$ cat config.mk
export PLATFORM = sky130hd
export DESIGN_NAME = stepper_step_pulse_generator
export DESIGN_NICKNAME = d
export VERILOG_FILES = /design/src/sv/spg_pkg.sv /design/src/sv/spg_mod.sv /design/src/sv/spg_ctrl.sv /design/src/sv/spg_dp.sv /design/src/sv/stepper_step_pulse_generator.sv
export VERILOG_INCLUDE_DIRS = /design/src /design/src/sv
export SDC_FILE = /design/constraint.sdc
export NUM_CORES = 1
export LEC_CHECK = 0
export BUFFER_PORTS_ARGS = -buffer_cell sky130_fd_sc_hd__buf_2
export CAP_MARGIN = 10
export CORE_MARGIN = 3
export CORE_UTILIZATION = 55
export DETAILED_ROUTE_END_ITERATION = 10
export PLACE_DENSITY_LB_ADDON = 0.05
export SLEW_MARGIN = 20
export SYNTH_ARGS = -nofsm -noshare
export SYNTH_HDL_FRONTEND = slang
export SYNTH_SLANG_ARGS = --single-unit
export TNS_END_PERCENT = 20
$ cat constraint.sdc
create_clock -name clk -period 9.5 [get_ports clk]
set_input_delay 0.95 -clock clk [delete_from_list [all_inputs] [get_ports clk]]
set_output_delay 0.95 -clock clk [all_outputs]
set_load 0.02 [all_outputs]
$ cat src/sv/stepper_step_pulse_generator_assert.svh
// Assertion macros for the stepper pulse generator RTL.
// Included by spg_ctrl, which checks its own control sequencing.
`ifndef STEPPER_STEP_PULSE_GENERATOR_ASSERT_SVH
`define STEPPER_STEP_PULSE_GENERATOR_ASSERT_SVH

// Same-cycle implication, disabled during reset.
`define SPG_ASSERT_NOW(label, clk, rst, a, b) \
  label: assert property (@(posedge clk) disable iff (rst) (a) |-> (b)) \
    else $error("spg assertion failed");

// Next-cycle implication, disabled during reset.
`define SPG_ASSERT_NEXT(label, clk, rst, a, b) \
  label: assert property (@(posedge clk) disable iff (rst) (a) |=> (b)) \
    else $error("spg assertion failed");

`endif

$ cat src/sv/spg_pkg.sv
// Shared types and constants for the stepper step/direction pulse generator.
// No dependencies.
`timescale 1ns / 1ps
`default_nettype none
package spg_pkg;

  localparam int POS_W       = 32;
  localparam int ACC_W       = 32;
  localparam int HALF_W      = 32;
  localparam int TICK_W      = 16;
  localparam int BL_W        = 16;
  localparam int CNT_W       = $clog2(ACC_W);
  localparam int CFG_IDX_W   = 4;
  localparam int CFG_DATA_W  = 16;
  localparam int TDATA_IN_W  = 72;
  localparam int TDATA_OUT_W = 72;

  localparam logic [TICK_W-1:0] TICK_RESET_NS = TICK_W'(5000 * 2);

  localparam logic [CFG_IDX_W-1:0] REG_TICK_PERIOD  = CFG_IDX_W'(0);
  localparam logic [CFG_IDX_W-1:0] REG_LIMIT_EN     = CFG_IDX_W'(1);
  localparam logic [CFG_IDX_W-1:0] REG_LIMIT_LEVEL  = CFG_IDX_W'(2);
  localparam logic [CFG_IDX_W-1:0] REG_BACKLASH     = CFG_IDX_W'(3);

  typedef enum logic [2:0] {
    S_IDLE,
    S_EVAL,
    S_DIV,
    S_STEP,
    S_REAL,
    S_OUT
  } state_t;

  typedef struct packed {
    logic load_in;
    logic start_div;
    logic take_rem;
    logic do_step;
    logic do_real;
    logic load_out;
  } dp_cmd_t;

  typedef struct packed {
    logic fire;
    logic div_done;
  } dp_stat_t;

endpackage
`default_nettype wire

$ cat src/sv/spg_mod.sv
// Iterative restoring remainder unit, one dividend bit per cycle.
// Depends on spg_pkg.
`timescale 1ns / 1ps
`default_nettype none
module spg_mod
  import spg_pkg::*;
(
  input  wire logic              clk,
  input  wire logic              rst,
  input  wire logic              start,
  input  wire logic [ACC_W-1:0]  dividend,
  input  wire logic [HALF_W-1:0] divisor,
  output logic [HALF_W-1:0]      remainder,
  output logic                   done
);

  logic              busy;
  logic [CNT_W-1:0]  cnt;
  logic [ACC_W-1:0]  dvd;
  logic [HALF_W-1:0] rem;
  logic [HALF_W-1:0] dsr;
  logic [HALF_W:0]   partial;

  assign partial   = {rem, dvd[ACC_W-1]};
  assign remainder = rem;

  always_ff @(posedge clk) begin
    if (rst) begin
      busy <= 1'b0;
      done <= 1'b0;
      cnt  <= '0;
    end else begin
      done <= 1'b0;
      if (start) begin
        busy <= 1'b1;
        cnt  <= '0;
      end else if (busy) begin
        cnt <= cnt + CNT_W'(1);
        if (cnt == CNT_W'(ACC_W - 1)) begin
          busy <= 1'b0;
          done <= 1'b1;
        end
      end
    end
  end

  always_ff @(posedge clk) begin
    if (start) begin
      rem <= '0;
      dvd <= dividend;
      dsr <= divisor;
    end else if (busy) begin
      dvd <= dvd << 1;
      if (partial >= {1'b0, dsr}) begin
        rem <= HALF_W'(partial - {1'b0, dsr});
      end else begin
        rem <= partial[HALF_W-1:0];
      end
    end
  end

endmodule
`default_nettype wire

$ cat src/sv/spg_ctrl.sv
// Tick sequencer: accept, evaluate, reduce, step, update real_pos, publish.
// Depends on spg_pkg and the assertion macro header.
`timescale 1ns / 1ps
`default_nettype none
`include "stepper_step_pulse_generator_assert.svh"
module spg_ctrl
  import spg_pkg::*;
(
  input  wire logic     clk,
  input  wire logic     rst,
  input  wire logic     s_tvalid,
  output logic          s_tready,
  output logic          m_tvalid,
  input  wire logic     m_tready,
  input  wire dp_stat_t stat,
  output dp_cmd_t       cmd
);

  state_t state;
  state_t state_next;
  logic   out_free;

  assign out_free = !m_tvalid || m_tready;

  always_ff @(posedge clk) begin
    if (rst) begin
      state <= S_IDLE;
    end else begin
      state <= state_next;
    end
  end

  always_comb begin
    state_next = state;
    case (state)
      S_IDLE: if (s_tvalid) state_next = S_EVAL;
      S_EVAL: state_next = stat.fire ? S_DIV : S_OUT;
      S_DIV:  if (stat.div_done) state_next = S_STEP;
      S_STEP: state_next = S_REAL;
      S_REAL: state_next = S_OUT;
      S_OUT:  if (out_free) state_next = S_IDLE;
      default: state_next = S_IDLE;
    endcase
  end

  always_comb begin
    cmd      = '0;
    s_tready = 1'b0;
    case (state)
      S_IDLE: begin
        s_tready    = 1'b1;
        cmd.load_in = s_tvalid;
      end
      S_EVAL: cmd.start_div = stat.fire;
      S_DIV:  cmd.take_rem  = stat.div_done;
      S_STEP: cmd.do_step   = 1'b1;
      S_REAL: cmd.do_real   = 1'b1;
      S_OUT:  cmd.load_out  = out_free;
      default: cmd = '0;
    endcase
  end

  always_ff @(posedge clk) begin
    if (rst) begin
      m_tvalid <= 1'b0;
    end else if (cmd.load_out) begin
      m_tvalid <= 1'b1;
    end else if (m_tready) begin
      m_tvalid <= 1'b0;
    end
  end

  `SPG_ASSERT_NEXT(a_accept_eval, clk, rst, s_tvalid && s_tready, state == S_EVAL)
  `SPG_ASSERT_NEXT(a_fire_div, clk, rst, state == S_EVAL && stat.fire, state == S_DIV)
  `SPG_ASSERT_NEXT(a_div_hold, clk, rst, state == S_DIV && !stat.div_done, state == S_DIV)
  `SPG_ASSERT_NEXT(a_publish, clk, rst, cmd.load_out, m_tvalid && state == S_IDLE)

endmodule
`default_nettype wire

$ cat src/sv/spg_dp.sv
// Datapath: configuration registers, accumulator, phase, position tracking, output register.
// Depends on spg_pkg and spg_mod.
`timescale 1ns / 1ps
`default_nettype none
module spg_dp
  import spg_pkg::*;
(
  input  wire logic                   clk,
  input  wire logic                   rst,
  input  wire logic                   cfg_valid,
  input  wire logic [CFG_IDX_W-1:0]   cfg_index,
  input  wire logic [CFG_DATA_W-1:0]  cfg_data,
  input  wire logic [TDATA_IN_W-1:0]  s_tdata,
  output logic [TDATA_OUT_W-1:0]      m_tdata,
  input  wire dp_cmd_t                cmd,
  output dp_stat_t                    stat
);

  logic [TICK_W-1:0] tick_period;
  logic              limit_en;
  logic              limit_level;
  logic [BL_W-1:0]   backlash;

  logic [HALF_W-1:0] half;
  logic              dir_req;
  logic              enabled;
  logic              pos_mode;
  logic [POS_W-1:0]  target;
  logic              flim;
  logic              rlim;

  logic [ACC_W-1:0]  acc;
  logic              phase;
  logic              pin;
  logic              ldir;
  logic [POS_W-1:0]  pos;
  logic [POS_W-1:0]  real_pos;
  logic              issued;
  logic              blocked;
  logic              step_up;
  logic              step_dn;

  logic [HALF_W-1:0] rem;
  logic              r_act;
  logic              f_act;
  logic              hold;
  logic              go;
  logic [POS_W-1:0]  diff;
  logic              fire;
  logic              div_done;

  spg_mod u_mod (
    .clk       (clk),
    .rst       (rst),
    .start     (cmd.start_div),
    .dividend  (acc),
    .divisor   (half),
    .remainder (rem),
    .done      (div_done)
  );

  assign fire = (half != '0) && (64'(acc) > 64'(half));

  always_comb begin
    stat.fire     = fire;
    stat.div_done = div_done;
  end

  assign r_act = (rlim == limit_level);
  assign f_act = (flim == limit_level);
  assign hold  = limit_en && ((r_act && !f_act && ldir) || (!r_act && f_act && !ldir));
  assign go    = enabled && !(pos_mode && (pos == target));
  assign diff  = pos - real_pos;

  always_ff @(posedge clk) begin
    if (rst) begin
      tick_period <= TICK_RESET_NS;
      limit_en    <= 1'b0;
      limit_level <= 1'b0;
      backlash    <= '0;
    end else if (cfg_valid) begin
      case (cfg_index)
        REG_TICK_PERIOD: tick_period <= cfg_data[TICK_W-1:0];
        REG_LIMIT_EN:    limit_en    <= cfg_data[0];
        REG_LIMIT_LEVEL: limit_level <= cfg_data[0];
        REG_BACKLASH:    backlash    <= cfg_data[BL_W-1:0];
        default: ;
      endcase
    end
  end

  always_ff @(posedge clk) begin
    if (cmd.load_in) begin
      half     <= s_tdata[31:0];
      dir_req  <= s_tdata[32];
      enabled  <= s_tdata[33];
      pos_mode <= s_tdata[34];
      target   <= POS_W'($signed(s_tdata[66:35]));
      flim     <= s_tdata[67];
      rlim     <= s_tdata[68];
    end
  end

  always_ff @(posedge clk) begin
    if (rst) begin
      acc      <= '0;
      phase    <= 1'b0;
      pin      <= 1'b0;
      ldir     <= 1'b0;
      pos      <= '0;
      real_pos <= '0;
      issued   <= 1'b0;
      blocked  <= 1'b0;
      step_up  <= 1'b0;
      step_dn  <= 1'b0;
    end else begin
      if (cmd.load_in) begin
        acc     <= acc + ACC_W'(tick_period);
        issued  <= 1'b0;
        blocked <= 1'b0;
        step_up <= 1'b0;
        step_dn <= 1'b0;
      end
      if (cmd.take_rem) begin
        acc <= ACC_W'(rem);
      end
      if (cmd.do_step) begin
        if (phase) begin
          phase <= 1'b0;
          pin   <= 1'b0;
          ldir  <= dir_req;
        end else if (go) begin
          phase <= 1'b1;
          if (hold) begin
            blocked <= 1'b1;
          end else begin
            pin    <= 1'b1;
            issued <= 1'b1;
            if (ldir) begin
              pos     <= pos - POS_W'(1);
              step_dn <= 1'b1;
            end else begin
              pos     <= pos + POS_W'(1);
              step_up <= 1'b1;
            end
          end
        end
      end
      if (cmd.do_real) begin
        if (step_dn && ($signed(pos) < $signed(real_pos))) begin
          real_pos <= pos;
        end else if (step_up && ($signed(real_pos) < $signed(pos))
                     && (diff > POS_W'(backlash))) begin
          real_pos <= pos - POS_W'(backlash);
        end
      end
    end
  end

  always_ff @(posedge clk) begin
    if (cmd.load_out) begin
      m_tdata <= {4'b0000, blocked, issued, real_pos, pos, ldir, pin};
    end
  end

endmodule
`default_nettype wire

$ cat src/sv/stepper_step_pulse_generator.sv
// Top level of the stepper step/direction pulse generator.
// Depends on spg_pkg, spg_ctrl, spg_dp.
//
// One input transaction is one timer tick; it yields exactly one result transaction.
// A tick whose accumulator does not pass the half period (or whose half period is zero)
// goes from evaluation straight to the output register; a tick that passes it has its
// accumulator reduced modulo the half period by the bit-serial remainder unit before
// the step and real-position updates. One tick is processed at a time; the result
// waits in an output register, and the next tick is accepted while it waits.
// Configuration writes are taken every cycle.
`timescale 1ns / 1ps
`default_nettype none
module stepper_step_pulse_generator
  import spg_pkg::*;
(
  input  wire logic                   clk,
  input  wire logic                   rst,
  input  wire logic                   cfg_valid,
  output logic                        cfg_ready,
  input  wire logic [CFG_IDX_W-1:0]   cfg_index,
  input  wire logic [CFG_DATA_W-1:0]  cfg_data,
  input  wire logic                   s_tvalid,
  output logic                        s_tready,
  // half_period_ns[31:0], direction_request[32], motion_enabled[33], position_mode[34],
  // target_count[66:35], forward_limit_level[67], reverse_limit_level[68], zero[71:69]
  input  wire logic [TDATA_IN_W-1:0]  s_tdata,
  output logic                        m_tvalid,
  input  wire logic                   m_tready,
  // step_level[0], dir_level[1], position_out[33:2], real_position_out[65:34],
  // step_issued[66], step_blocked[67], zero[71:68]
  output logic [TDATA_OUT_W-1:0]      m_tdata
);

  dp_cmd_t  cmd;
  dp_stat_t stat;

  assign cfg_ready = 1'b1;

  spg_ctrl u_ctrl (
    .clk      (clk),
    .rst      (rst),
    .s_tvalid (s_tvalid),
    .s_tready (s_tready),
    .m_tvalid (m_tvalid),
    .m_tready (m_tready),
    .stat     (stat),
    .cmd      (cmd)
  );

  spg_dp u_dp (
    .clk       (clk),
    .rst       (rst),
    .cfg_valid (cfg_valid),
    .cfg_index (cfg_index),
    .cfg_data  (cfg_data),
    .s_tdata   (s_tdata),
    .m_tdata   (m_tdata),
    .cmd       (cmd),
    .stat      (stat)
  );

endmodule
`default_nettype wire

# ---- Word level (Yosys, flattened, before mapping)
# Cells that the tools add are included.
dict set report totals {
  ff_bits 381
  elab_cells 151
  input_bits 97
  output_inout_bits 75
}
dict set report op_classes {
  n_eq_ne 16
  add_sub_neg 7
  n_lt_le_gt_ge 5
  n_bitwise 3
  reduce_logical 37
  muxes 53
}
# operator n
set ops {}
lappend ops {{two-way mux 32 bit} 8}
lappend ops {{less-than comparator 32 bit} 2}
lappend ops {{subtractor 32 bit} 2}
lappend ops {{two-way mux 1 bit} 40}
lappend ops {{greater-or-equal comparator 33 x 32 -> 1 bit} 1}
lappend ops {{adder 32 x 1 -> 32 bit, second input constant} 1}
lappend ops {{adder 32 x 16 -> 32 bit} 1}
lappend ops {{== test 32 bit} 1}
lappend ops {{greater-than comparator 32 x 16 -> 1 bit} 1}
lappend ops {{greater-than comparator 32 bit} 1}
lappend ops {{nonzero test 32 bit} 1}
lappend ops {{subtractor 32 x 1 -> 32 bit, second input constant} 1}
lappend ops {{subtractor 32 x 16 -> 32 bit} 1}
lappend ops {{one-hot mux 3 bit (6 select lines)} 1}
lappend ops {{two-way mux 3 bit} 4}
lappend ops {{AND reduction 2 bit} 6}
lappend ops {{logical AND 1 bit} 11}
lappend ops {{nonzero test 2 bit} 5}
lappend ops {{== test 4 x 2 -> 1 bit, second input constant} 2}
lappend ops {{== test 3 x 2 -> 1 bit, second input constant} 2}
lappend ops {{== test 3 bit, second input constant} 2}
lappend ops {{!= test 2 x 1 -> 1 bit, second input constant} 3}
lappend ops {{AND reduction 3 bit} 2}
lappend ops {{adder 5 x 1 -> 5 bit, second input constant} 1}
lappend ops {{13 further kinds} 21}

# ---- Longest topological paths before layout
dict set report logic_depth {
  word_depth 10
  ltp_mapped 26
  ltp_nobuf 24
}

# ---- Modules after synthesis
# Synthesis repeated with hierarchy kept, for this count alone.
dict set report hier_totals {
  hier_cells 2564
  hier_area_um2 23709.0
}
# mod area_per_inst_um2 seq_area_each_um2 cells_each n_inst
set modules_own_cells {}
lappend modules_own_cells {spg_dp 17424.2 6856.6 1926 1}
lappend modules_own_cells {spg_mod 6023.3 2702.6 603 1}
lappend modules_own_cells {spg_ctrl 250.2 80.1 33 1}
lappend modules_own_cells {stepper_step_pulse_generator 11.3 0.0 2 1}

# ---- Least setup slack after synthesis
# OpenSTA, ideal clock, no wires.
dict set report synth_path {
  path_type {register to register}
  start {register u_dp.pos[0]}
  end {register u_dp.real_pos[17]}
  setup_time_ns 0.138
  t_required_ns 9.362
  arrival_ns 4.445
  path_slack_ns 4.917
  path_buffers 2
  period_less_slack_ns 4.583
  stages_incl_launch_ff 27
  cell_sequence {dfxtp_1 -> inv_1 -> ha_1 -> inv_1 -> fa_1 -> a21o_1 -> a31oi_2 -> o31ai_2 -> nor2_1 -> nor2_1 -> o21a_1 -> nor2_1 -> xnor2_1 -> ha_1 -> nand4_1 -> nor3_1 -> nand2_1 -> o31a_1 -> a31oi_1 -> o2111ai_1 -> nor4_2 -> nand4_1 -> or4b_1 -> buf_2 -> buf_2 -> a21oi_1 -> a211oi_1}
}
dict set report synth_between {
  elab_chain_len 5
  elab_cells_between_ends 12
  classes_between {add/sub (2); order compare (3); mux (2); reduce/logical (5)}
}
# item line_no
set synth_rtl {}
lappend synth_rtl {{from (decl)} spg_dp.sv:36} ;# logic [POS_W-1:0] pos;
lappend synth_rtl {{from (signal assigned)} spg_dp.sv:140} ;# pos <= pos - POS_W'(1);
lappend synth_rtl {{from (signal assigned)} spg_dp.sv:143} ;# pos <= pos + POS_W'(1);
lappend synth_rtl {{subtractor 32 bit or less-than comparator 32 bit (tied branches)} {spg_dp.sv:73, spg_dp.sv:152}}
lappend synth_rtl {{greater-than comparator 32 x 16 -> 1 bit or logical AND 1 bit (tied branches)} {spg_dp.sv:153, spg_dp.sv:152}}
lappend synth_rtl {{logical AND 1 bit} spg_dp.sv:153} ;# && (diff > POS_W'(backlash))) begin
lappend synth_rtl {{nonzero test 2 bit (no source line)} -}
lappend synth_rtl {{AND reduction 2 bit (no source line)} -}
lappend synth_rtl {{to (signal assigned)} spg_dp.sv:151} ;# real_pos <= pos;
lappend synth_rtl {{to (signal assigned)} spg_dp.sv:154} ;# real_pos <= pos - POS_W'(backlash);
lappend synth_rtl {{to (decl)} spg_dp.sv:37} ;# logic [POS_W-1:0] real_pos;
# Parallel ways exist; a longest one is shown, timed or not. The select of a mux whose other input is x is not followed.
# A chain may end at the register's enable or synchronous reset.

# ---- Worst setup path after layout
dict set report layout_path {
  start {register u_dp.pos[0]}
  end {register u_dp.real_pos[30]}
}
# Same word-level chain as after synthesis.

==> key figures <==
Clock network
  – Clk Latency, worst-skew pair: 600 ps
  – Num CTS Buffers: 44
  – Register clock-pin slew on the reported worst setup and hold paths: ~60 ps
  – Number of post-CTS setup repair buffers: 0
  – CTS Hold Buffers Added: 0
  – Bufs on Longest Clock Path: 3
  – CTS tree: built
  – Cts repair resizes: 0
  – CTS Sinks: 381
  – H-Tree Depth: 2
  – Root Driver: clkbuf_16

Yosys
  – Post-synth top cells: a21oi_1 (233), nor2_1 (224), ha_1 (208)
  – Synth Cell Area: 0.0230 sq mm
  – Post-synthesis average cell area: about 9.5 sq um
  – Ys async rst share: 0%
  – Cell variety after synth: 84
  – Yosys warning total: 0
  – Post-Synthesis Cells: approximately 2.4k
  – Count leader, synth: a21oi_1
  – Number of synthesized register bits: around 380
  – Post-synth EDFFs: between 200 and 250
  – Ys flop type: edfxtp_1
  – Leading area contributor after synthesis: edfxtp_1
  – Synth area leaders: edfxtp_1 (26%), dfxtp_1 (16%), ha_1 (11%)
  – Synth top area share: between 20% and 30%
  – Sequential share of the synthesized area: a little over two fifths

Pwr
  – VDD IR-drop max: about 0.00016 V
  – P_leak: between 0.01 and 0.015 uW
  – PwrDens: ~160 mW/mm^2

Floorplan
  – Die width: roughly 210 um
  – Initial cell density of the core: between 50% and 60%
  – Chip Height: between 200 and 250 um
  – FP Rows: 74
  – Ports: roughly 170
  – Placeable Area: approximately 0.041 sq mm
  – Die area: 0.0444 sq mm

Place
  – Post-DP HPWL: between 40000 and 50000 um
  – Post-Place Cells: about 3.0k
  – Setup WS pre-CTS: between 4000 and 5000 ps
  – IO buf count: around 160
  – Dpl cell area: ~0.024 sq mm
  – RePlAce Congestion: 0.892

Drt
  – Drt drc: 0
  – Post-Route WL: just over 60000 um
  – DRT antenna net count: 0
  – Vias per std cell: ~6
  – Via Count: 18.5k
  – Routed length per instance: 19.3 um
  – Met3 WL post-DR: 2550 um
  – Met2 wire length: approximately 30000 um
  – Top Metal Used: met4
  – TritonRoute pass-1 iters: 5
  – Met1 Wirelength: 25900 um
  – Iter 0 DRT Violations: around 1.2k

STA
  – Clock skew: ~39 ps
  – Max-slew headroom: approximately 30%
  – Setup-failing EPs final: 0
  – Setup TNS: 0 ps
  – Max Slew Vio Count: 0
  – FMAX: between 150 and 200 MHz
  – Fin worst setup slack: just under 4000 ps
  – Final Hold Fails: 0
  – Shortest period the worst path allows: around 5500 ps
  – Least-Margin Pin Slew: around 1100 ps
  – RSZ-0062 raised after global routing: no
  – Final period utilization: about three fifths

Critical path
  – Max FO, Critical Path: 16
  – Worst path required time: roughly 10000 ps
  – CP arrival: roughly 6000 ps
  – Endpoint class of the critical path: register
  – Crit Path Class: reg2reg
  – Crit start category: register

Global routing
  – Remaining Overflow, GRT: 0
  – Initial antenna violation count: 0
  – Number of global-route vias before repair: 18.2k
  – Largest net degree at the start of global routing: between 80 and 90
  – First-pass GRT wire length: between 90000 and 100000 um
  – GR Util All Layers: between 20 and 30%

Layout
  – Layout area overhead: 11.5%
  – Share of layout cells above drive strength 1: between 10% and 20%
  – Nets: ~2.9k
  – Ant. Diodes: 0
  – Layout fillers: between 3k and 4k
  – Final instance area: 0.0257 sq mm
  – Layout Cells excl Fill: between 3k and 4k

Outcome
  – Status: complete, no violations

Hold path
  – Hold Path Class: reg2reg

Job
  – MaxCap Viol Count: 0
==> final timing paths <==
kind | from | endpoint | slack, ps | depth (start not counted)
worst min register to register | u_dp.blocked | u_dp.m_tdata[67] | 430 | 0
worst min-delay path | u_dp.blocked | u_dp.m_tdata[67] | 430 | 0
worst max-delay path | u_dp.pos[0] | u_dp.real_pos[30] | 3960 | 25
worst max register to register | u_dp.pos[0] | u_dp.real_pos[30] | 3960 | 25
==> logic make-up (layout without fill, tap and decap cells) <==
kind of cell	after synthesis	after routing	share of synthesized area (%)
AND/OR/NAND/NOR	685	685	14.3
AO/OA/AOI/OAI	638	638	17.8
flip-flops	381	381	41.9
buffers and inverters	281	446	4.81
adder cells (fa/ha/maj)	213	213	11.7
XOR/XNOR	135	135	5.13
multiplexers	95	95	4.33
other	2	5	0.0326
==> layer usage <==
layer / vias up / track usage, %
li1: 9093 / -
met1: 8884 / 34.0
met2: 397 / 47.8
met3: 97 / 3.37
met4: 0 / 9.79
met5: - / 0
==> layout make-up <==
class                      instances  area (sq um)  area share [%]
timing repair buffer             182           961            3.74
sequential                       381          9640            37.5
inverter                         183           688            2.68
clock inverter                    25           219           0.853
clock buffer                      56          1180            4.59
tap                              532           666            2.59
multi-input combinational       1771         12300            48.0
==> state kept, by name (all words and copies together) (netlist names), 32 cells and up <==
signal	cells
u_dp.acc	32
u_dp.half	32
u_dp.m_tdata	68
u_dp.pos	32
u_dp.real_pos	32
u_dp.target	32
u_dp.u_mod.dsr	32
u_dp.u_mod.dvd	32
u_dp.u_mod.remainder	32
==> through the flow <==
| step | hold WS (ps) | total power, uW | util (%) |
|---|---|---|---|
| detailed placement | 419 | 2610 | 59.1 |
| floorplan | 408 | 2420 | - |
| global route | 444 | 4410 | 62.5 |
| CTS | 430 | 4260 | 62.5 |
| global placement | 422 | 2590 | 59.1 |
| finish | 431 | 4230 | 62.5 |
==> worst max-delay path: stages (launching register included) <==
cell and delay (ps):
dfxtp_1 530, inv_1 190, ha_1 230, inv_1 70
fa_1 210, a21o_1 180, a31oi_2 140, o31ai_2 360
nor2_1 100, nor2_1 140, o21a_1 140, nor2_1 50
xnor2_1 120, ha_1 280, nand4_1 110, nor3_1 260
nand2_1 110, o31a_1 110, a31oi_1 220, o2111ai_1 190
nor4_2 180, nand4_1 170, nor4b_2 780, nor2_1 110
buf_4 240, a211oi_1 220
==> cells in the final DEF (no fill, tap or decap), types with 56 or more instances in the layout <==
cell type | netlist | final
ha_1 | 208 | 208
a21oi_1 | 233 | 232
inv_1 | 182 | 182
edfxtp_1 | 201 | 201
o21ai_0 | 87 | 87
a211oi_1 | 56 | 56
xnor2_1 | 101 | 101
buf_2 | 3 | 162
dfxtp_1 | 180 | 179
mux2i_1 | 61 | 61
nand2_1 | 157 | 157
nor2_1 | 224 | 223
==> power breakdown <==
group	total (uW)	internal (uW)	switching [uW]
combinational	665	269	396
clock	1650	942	709
sequential	1920	1830	88.3
total	4230	3040	1190
Power figures use the tool's default switching activity.
